===== config.mk =====
export PLATFORM = sky130hd
export DESIGN_NAME = term_equivalence_cluster_table_top
export DESIGN_NICKNAME = d
export VERILOG_FILES = /design/src/rtl/tect_pkg.sv /design/src/rtl/tect_cell.sv /design/src/rtl/tect_ctrl.sv /design/src/rtl/term_equivalence_cluster_table_top.sv
export SDC_FILE = /design/constraint.sdc
export NUM_CORES = 2
export LEC_CHECK = 0
export BUFFER_PORTS_ARGS = -buffer_cell sky130_fd_sc_hd__buf_2
export CAP_MARGIN = 0
export CORE_MARGIN = 3
export CORE_UTILIZATION = 50
export CTS_CLUSTER_SIZE = 16
export DETAILED_ROUTE_END_ITERATION = 8
export PLACE_DENSITY = 0.68
export SETUP_SLACK_MARGIN = 0.3
export SLEW_MARGIN = 20
export SYNTH_ARGS = -nofsm -noshare
export SYNTH_HDL_FRONTEND = slang
export SYNTH_HIERARCHICAL = 1
export SYNTH_SLANG_ARGS = --single-unit
export TNS_END_PERCENT = 50

===== constraint.sdc =====
create_clock -name clk -period 10.5 [get_ports clk]
set_input_delay 0.525 -clock clk [delete_from_list [all_inputs] [get_ports clk]]
set_output_delay 0.525 -clock clk [all_outputs]
set_load 0.01 [all_outputs]

===== src/rtl/tect_pkg.sv =====
`timescale 1ns / 1ps
// ----------------------------------------------------------------------------
// tect_pkg
// Shared types and codes for the term equivalence cluster table.
// ----------------------------------------------------------------------------
package tect_pkg;

    localparam int TERM_W  = 8;
    localparam int LABEL_W = TERM_W + 1;

    typedef logic [TERM_W-1:0]  term_t;
    typedef logic [LABEL_W-1:0] label_t;

    localparam logic KIND_ADD   = 1'b0;
    localparam logic KIND_QUERY = 1'b1;

    typedef enum logic [2:0] {
        ST_IDLE,
        ST_LOOKUP,
        ST_DECIDE,
        ST_UPDATE,
        ST_DONE
    } state_t;

    typedef enum logic [1:0] {
        UPD_FRESH,
        UPD_JOIN_B,
        UPD_JOIN_A,
        UPD_RELABEL
    } upd_t;

    // Controls from the sequencer to the ring of cells
    typedef struct packed {
        logic   shift;
        label_t wb;
    } ring_ctl_t;

endpackage


===== src/rtl/tect_cell.sv =====
`timescale 1ns / 1ps
// ----------------------------------------------------------------------------
// tect_cell
// One ring cell: holds the cluster label of one term and passes it on.
// ----------------------------------------------------------------------------
module tect_cell
    import tect_pkg::*;
(
    input  logic   clk,
    input  logic   rst_n,
    input  logic   shift,
    input  label_t din,
    output label_t q
);

    label_t label_reg;

    always_ff @(posedge clk or negedge rst_n)
    begin
        if (!rst_n)
        begin
            label_reg <= '0;
        end
        else if (shift)
        begin
            label_reg <= din;
        end
    end

    assign q = label_reg;

endmodule


===== src/rtl/tect_ctrl.sv =====
`timescale 1ns / 1ps
// ----------------------------------------------------------------------------
// tect_ctrl
// Sequencer: looks up both terms as the ring turns, then rewrites entries
// at the head of the ring on a second turn when the table must change.
// ----------------------------------------------------------------------------
module tect_ctrl
    import tect_pkg::*;
#(
    parameter int TERMS = 256
)
(
    input  logic      clk,
    input  logic      rst_n,
    input  logic      start,
    input  logic      kind,
    input  term_t     term_a,
    input  term_t     term_b,
    input  label_t    head,
    output ring_ctl_t ring,
    output logic      busy,
    output logic      done,
    output logic      same_cluster,
    output logic      merged
);

    localparam int IDX_W = $clog2(TERMS);
    localparam logic [IDX_W-1:0] IDX_LAST = IDX_W'(TERMS - 1);

    state_t           state_reg, state_next;
    upd_t             mode_reg, mode_next;
    logic [IDX_W-1:0] idx_reg, idx_next;
    logic             kind_reg, kind_next;
    term_t            ta_reg, ta_next;
    term_t            tb_reg, tb_next;
    logic             ok_reg, ok_next;
    label_t           la_reg, la_next;
    label_t           lb_reg, lb_next;
    logic             same_reg, same_next;
    logic             merged_reg, merged_next;

    logic             hit_a;
    logic             hit_b;
    logic             last;
    label_t           fresh;

    always_ff @(posedge clk or negedge rst_n)
    begin
        if (!rst_n)
        begin
            state_reg <= ST_IDLE;
            idx_reg   <= '0;
        end
        else
        begin
            state_reg <= state_next;
            idx_reg   <= idx_next;
        end
    end

    always_ff @(posedge clk)
    begin
        mode_reg   <= mode_next;
        kind_reg   <= kind_next;
        ta_reg     <= ta_next;
        tb_reg     <= tb_next;
        ok_reg     <= ok_next;
        la_reg     <= la_next;
        lb_reg     <= lb_next;
        same_reg   <= same_next;
        merged_reg <= merged_next;
    end

    assign hit_a = (32'(idx_reg) == 32'(ta_reg));
    assign hit_b = (32'(idx_reg) == 32'(tb_reg));
    assign last  = (idx_reg == IDX_LAST);
    assign fresh = label_t'(ta_reg) + label_t'(1);

    always_comb
    begin
        state_next  = state_reg;
        mode_next   = mode_reg;
        kind_next   = kind_reg;
        ta_next     = ta_reg;
        tb_next     = tb_reg;
        ok_next     = ok_reg;
        la_next     = la_reg;
        lb_next     = lb_reg;
        same_next   = same_reg;
        merged_next = merged_reg;
        ring.shift  = 1'b0;
        ring.wb     = head;
        done        = 1'b0;

        unique case (state_reg)
            ST_IDLE:
            begin
                if (start)
                begin
                    kind_next  = kind;
                    ta_next    = term_a;
                    tb_next    = term_b;
                    ok_next    = (32'(term_a) < TERMS) && (32'(term_b) < TERMS);
                    la_next    = '0;
                    lb_next    = '0;
                    state_next = ST_LOOKUP;
                end
            end
            ST_LOOKUP:
            begin
                ring.shift = 1'b1;
                if (hit_a)
                begin
                    la_next = head;
                end
                if (hit_b)
                begin
                    lb_next = head;
                end
                if (last)
                begin
                    state_next = ST_DECIDE;
                end
            end
            ST_DECIDE:
            begin
                merged_next = 1'b0;
                if (kind_reg == KIND_QUERY)
                begin
                    same_next  = (la_reg != '0) && (la_reg == lb_reg);
                    state_next = ST_DONE;
                end
                else
                begin
                    same_next  = ok_reg;
                    state_next = ST_DONE;
                    if (ok_reg)
                    begin
                        priority if (la_reg == '0 && lb_reg == '0)
                        begin
                            mode_next  = UPD_FRESH;
                            state_next = ST_UPDATE;
                        end
                        else if (lb_reg == '0)
                        begin
                            mode_next  = UPD_JOIN_B;
                            state_next = ST_UPDATE;
                        end
                        else if (la_reg == '0)
                        begin
                            mode_next  = UPD_JOIN_A;
                            state_next = ST_UPDATE;
                        end
                        else if (la_reg != lb_reg)
                        begin
                            mode_next   = UPD_RELABEL;
                            merged_next = 1'b1;
                            state_next  = ST_UPDATE;
                        end
                        else
                        begin
                            // Both already in one cluster: leave the table alone
                            state_next = ST_DONE;
                        end
                    end
                end
            end
            ST_UPDATE:
            begin
                ring.shift = 1'b1;
                unique case (mode_reg)
                    UPD_FRESH:
                    begin
                        if (hit_a || hit_b)
                        begin
                            ring.wb = fresh;
                        end
                    end
                    UPD_JOIN_B:
                    begin
                        if (hit_b)
                        begin
                            ring.wb = la_reg;
                        end
                    end
                    UPD_JOIN_A:
                    begin
                        if (hit_a)
                        begin
                            ring.wb = lb_reg;
                        end
                    end
                    UPD_RELABEL:
                    begin
                        if (head == lb_reg)
                        begin
                            ring.wb = la_reg;
                        end
                    end
                    default:
                    begin
                        ring.wb = head;
                    end
                endcase
                if (last)
                begin
                    state_next = ST_DONE;
                end
            end
            ST_DONE:
            begin
                done       = 1'b1;
                state_next = ST_IDLE;
            end
            default:
            begin
                state_next = ST_IDLE;
            end
        endcase

        // Advance the head index with the ring; wrap after the last term
        if (ring.shift)
        begin
            idx_next = last ? '0 : idx_reg + IDX_W'(1);
        end
        else
        begin
            idx_next = idx_reg;
        end
    end

    assign busy         = (state_reg != ST_IDLE);
    assign same_cluster = same_reg;
    assign merged       = merged_reg;

endmodule


===== src/rtl/term_equivalence_cluster_table_top.sv =====
`timescale 1ns / 1ps
// ----------------------------------------------------------------------------
// term_equivalence_cluster_table_top
// Quick-find equivalence table over term indices, built as a ring of cells.
// ----------------------------------------------------------------------------
// Issue a word by raising start while busy is low; kind, term_a and term_b
// are sampled at that edge. Exactly one result word follows, shown for one
// cycle with done high; the receiver cannot stall it, so capture it then.
// Timing is set by the ring of TERMS label cells, which turns one position
// per cycle during a lookup or rewrite turn, past a single head where all
// lookups and rewrites happen: a query, or an add that changes nothing or
// names a term at or above TERMS, raises done after one full turn and a
// decide step; an add that changes the table takes one more full turn
// before done. busy drops the cycle after done, and a new word is taken
// only once busy is low again. Reset clears all labels at once.
// ----------------------------------------------------------------------------
module term_equivalence_cluster_table_top
    import tect_pkg::*;
#(
    parameter int TERMS = 256
)
(
    input  logic  clk,
    input  logic  rst_n,
    input  logic  start,
    input  logic  kind,
    input  term_t term_a,
    input  term_t term_b,
    output logic  busy,
    output logic  done,
    output logic  same_cluster,
    output logic  merged
);

    ring_ctl_t ring;
    label_t    cell_q [TERMS];

    // Sequencer: watches the head cell, feeds the tail cell
    tect_ctrl #(
        .TERMS (TERMS)
    ) u_ctrl (
        .clk          (clk),
        .rst_n        (rst_n),
        .start        (start),
        .kind         (kind),
        .term_a       (term_a),
        .term_b       (term_b),
        .head         (cell_q[0]),
        .ring         (ring),
        .busy         (busy),
        .done         (done),
        .same_cluster (same_cluster),
        .merged       (merged)
    );

    // Ring of label cells: each cell takes its upper neighbor's label, the
    // last cell takes the rewritten head label.
    for (genvar k = 0; k < TERMS; k++)
    begin : g_cell
        label_t din;

        if (k == TERMS - 1)
        begin : g_tail
            assign din = ring.wb;
        end
        else
        begin : g_mid
            assign din = cell_q[k + 1];
        end

        tect_cell u_cell (
            .clk   (clk),
            .rst_n (rst_n),
            .shift (ring.shift),
            .din   (din),
            .q     (cell_q[k])
        );
    end

endmodule

==> flow_summary_export.csv <==
group,metric,value,unit
floorplanning,die_height,449,µm
setup_path,critical_path_arrival,4.51,ns
logic_synthesis,synth_fp_nets,5152,
final_layout,drive_above_1_share,51.4,%
logic_synthesis,synth_warnings,6,
global_route,grtUsageTotal,13.1,%
pwr,share_comb_of_total_power,1.1,%
floorplanning,die_w,449,µm
setup_path,worst_r2r_startpoint,"u_ctrl/state_reg[2]$_DFFE_PN0P_",
global_route,number_of_global_route_vias_before_repair,43800,
setup_path,crit_path_end_kind,"register",
logic_synthesis,synth.cell_area,0.0980,mm²
final_layout,nets,5204,
sta,final-hold-violation-count,0,
floorplanning,initial_core_util,50.6,%
floorplanning,boundaryPins,24,
pwr,p_total,17.7,mW
final_layout,largest_register_ff_count,2304,
sta,skew,0.0402,ns
clock_tree,clk_latency,0.83,ns
detailed_routing,drc,0,
logic_synthesis,main_flop_type_after_synthesis,"sky130_fd_sc_hd__dfrtp_1",
sta,slew_at_the_pin_with_the_worst_max_slew_slack,1.19,ns
placed_design,detailedPlace.worstSlack,6.75,ns
clock_tree,resize_count_post_cts,0,
status,status,"finished clean",
worst_hold_path,timing.hold.worst.start,"start",
detailed_routing,drt-initial-drc-count,2631,
logic_synthesis,synth_common_cells,"2315 x sky130_fd_sc_hd__dfrtp_1, 2304 x sky130_fd_sc_hd__mux2_4, 260 x sky130_fd_sc_hd__buf_6",
pwr,static-leakage-power,59.4,nW
logic_synthesis,synth-seq-area-share,60.3,%
pwr,p_sw,3.61,mW
logic_synthesis,largest_cells_by_area_after_synthesis,"sky130_fd_sc_hd__dfrtp_1 59%, sky130_fd_sc_hd__mux2_4 35%, sky130_fd_sc_hd__buf_6 3.0%",
clock_tree,cts_buffers,230,
setup_path,critical_path.startpoint,"u_ctrl/state_reg[2]$_DFFE_PN0P_",
detailed_routing,ant_nets,0,
global_route,maximum_number_of_pins_on_one_net_before_global_route_repair,186,
setup_path,cp-start-kind,"register",
sta,finalWorstPathRequiredPeriod,3.83,ns
pwr,power.share.clock,47.5,%
pwr,sequentialPowerShare,51.4,%
setup_path,crit_fanout,123,
sta,post-route-worst-setup-slack,6.67,ns
global_route,overflow,0,
sta,hold_ws,0.177,ns
placed_design,place_congestion,0.728,
floorplanning,core,0.194,mm²
setup_path,critical_path_required,11.18,ns
placed_design,place_hpwl,65.0,mm
worst_hold_path,holdCritPathClass,"input pin to register",
clock_tree,clock-root-buffer,"sky130_fd_sc_hd__clkbuf_16",
pwr,power-per-cell-area,165,mW/mm²
clock_tree,cts.sink_count,2354,
logic_synthesis,synth_enable_flop_cells,39,
floorplanning,fp.dieArea,0.201,mm²
setup_path,path_class,"register to register",
floorplanning,placementRows,161,
sta,summed_negative_setup_slack_over_all_endpoints,0,ns
logic_synthesis,syn_avg_cell_area,19.1,µm²
detailed_routing,drt_pre_antenna_iters,5,
detailed_routing,routed_via_density,4.97,
sta,portion_of_the_clock_cycle_consumed_by_the_worst_path_in_the_final_layout,36.5,%
logic_synthesis,post-synth-top-area-fraction,59.1,%
placed_design,io_buffer_count,23,
sta,setup_violation_total_in_the_final_timing_report,0,
logic_synthesis,yosys_register_bits,2354,
flow_run,max_cap_violations,0,
global_route,number_of_antenna_violations_at_the_first_check_in_global_routing,0,
sta,count_of_pins_over_their_slew_limit,0,
detailed_routing,via_count,39800,
logic_synthesis,yosysUniqueCellTypes,53,
logic_synthesis,synth-async-reset-ratio,98.3,%
logic_synthesis,yosysTopAreaCell,"sky130_fd_sc_hd__dfrtp_1",
pwr,power.ir.vdd_worst,0.162,mV
sta,max-slew-margin-rel,20.6,%
logic_synthesis,synthesis.instances,5130,
clock_tree,tritoncts,"done",
clock_tree,post-cts-setup-buffers,0,
sta,unrepaired_setup_endpoints_after_global_routing,"false",
final_layout,fill_cells,14700,
final_layout,area_growth_synth_to_finish,9.44,%
sta,maxClockFrequency,261,MHz
detailed_routing,detail_route.wl_per_cell,16.1,µm
final_layout,final_util,55.4,%
clock_tree,cts_max_path_buffers,3,
detailed_routing,detail_route.wirelength,129,mm
global_route,wire_length_of_the_first_global_routing_pass,230,mm
logic_synthesis,synth_most_common_cell,"sky130_fd_sc_hd__dfrtp_1",
pwr,p_sw_share,20.4,%
pwr,p_int,14.1,mW
clock_tree,cts-htree-levels,4,
clock_tree,clkSlewWorstSetupHoldPaths,0.06,ns
-- metal layers --
metal,wire length (µm),vias up,track usage (%)
li1,-,18200,-
met1,67100,21000,20.6
met2,55100,357,18.3
met3,3900,207,2.38
met4,2860,0,3.93
met5,0,-,0
-- placed cells by master (no fill, tap or decap), drive strengths merged, types with 9 or more instances in the layout --
master	n
nand3	16
clkbuf	349
dlygate4sd3	18
clkinv	63
nor2	11
mux2	2304
dfrtp	2315
bufinv	15
nand2	32
and2	11
edfxtp	39
buf	66
o21ai	16
xor2	27
a21oi	9
xnor2	16
inv	14
-- stage by stage --
stage,area [µm²],instances
finish,107000,7994
floorplan,98000,5130
global route,107000,7993
detailed placement,99100,7539
CTS,107000,7992
global placement,99100,7539
-- path summary, 6_finish.rpt --
path	end	slack, ns	cells past startpoint
min in group asynchronous	g_cell[74].u_cell/q[7]$_DFFE_PN0P_	0.30	2
worst min register to register	g_cell[119].u_cell/q[0]$_DFFE_PN0P_	0.48	1
worst max register to register	g_cell[161].u_cell/q[2]$_DFFE_PN0P_	6.67	6
max in group asynchronous	g_cell[131].u_cell/q[3]$_DFFE_PN0P_	7.67	5
worst max-delay path	g_cell[161].u_cell/q[2]$_DFFE_PN0P_	6.67	6
worst min-delay path	u_ctrl/state_reg[0]$_DFFE_PN0P_	0.18	3
-- worst max-delay path, stage by stage, from the launching register on --
cell and delay (ns):
sky130_fd_sc_hd__dfrtp_1 0.38, sky130_fd_sc_hd__inv_1 0.11, sky130_fd_sc_hd__nand2_1 0.30, sky130_fd_sc_hd__inv_16 0.53
sky130_fd_sc_hd__buf_12 0.69, sky130_fd_sc_hd__buf_4 0.94, sky130_fd_sc_hd__mux2_4 0.35
-- what timing repair did --
item,4_1_cts,5_1_grt
endpoints found under the hold margin,144,0
hold buffers,18,0
setup endpoints to repair,0,0
-- kinds of logic after synthesis --
family	share of synthesized area, %
AOI/OAI and AO/OA	0.355
xor gates and xnor gates	0.384
adders and majority gates	0.0255
buffers and inverters	3.05
DFF	60.3
muxes	35.3
and+or+nand+nor	0.547
-- power by group through the flow --
stage                     clock network, mW  logic, mW  registers, mW
final                                  8.40      0.186           9.09
after global routing                   9.10      0.226           9.08
after CTS                              8.71      0.201           9.09
after detailed placement                  0      0.196           9.26
after global placement                    0      0.191           9.26
after floorplan                           0  0.0000281           9.26
-- area by class of cell --
cell class              instances  area [µm²]  area share (%)
diodes                          1        2.50         0.00233
clock buffers                 349        6990            6.52
clock inverters                86         973           0.908
inverters                       8        46.3          0.0432
multi-input cells            2504       35900            33.5
flip-flops and latches       2354       59100            55.1
well taps                    2608        3260            3.04
repair buffers                 84         966           0.901
(Power assumes the default switching activity.)
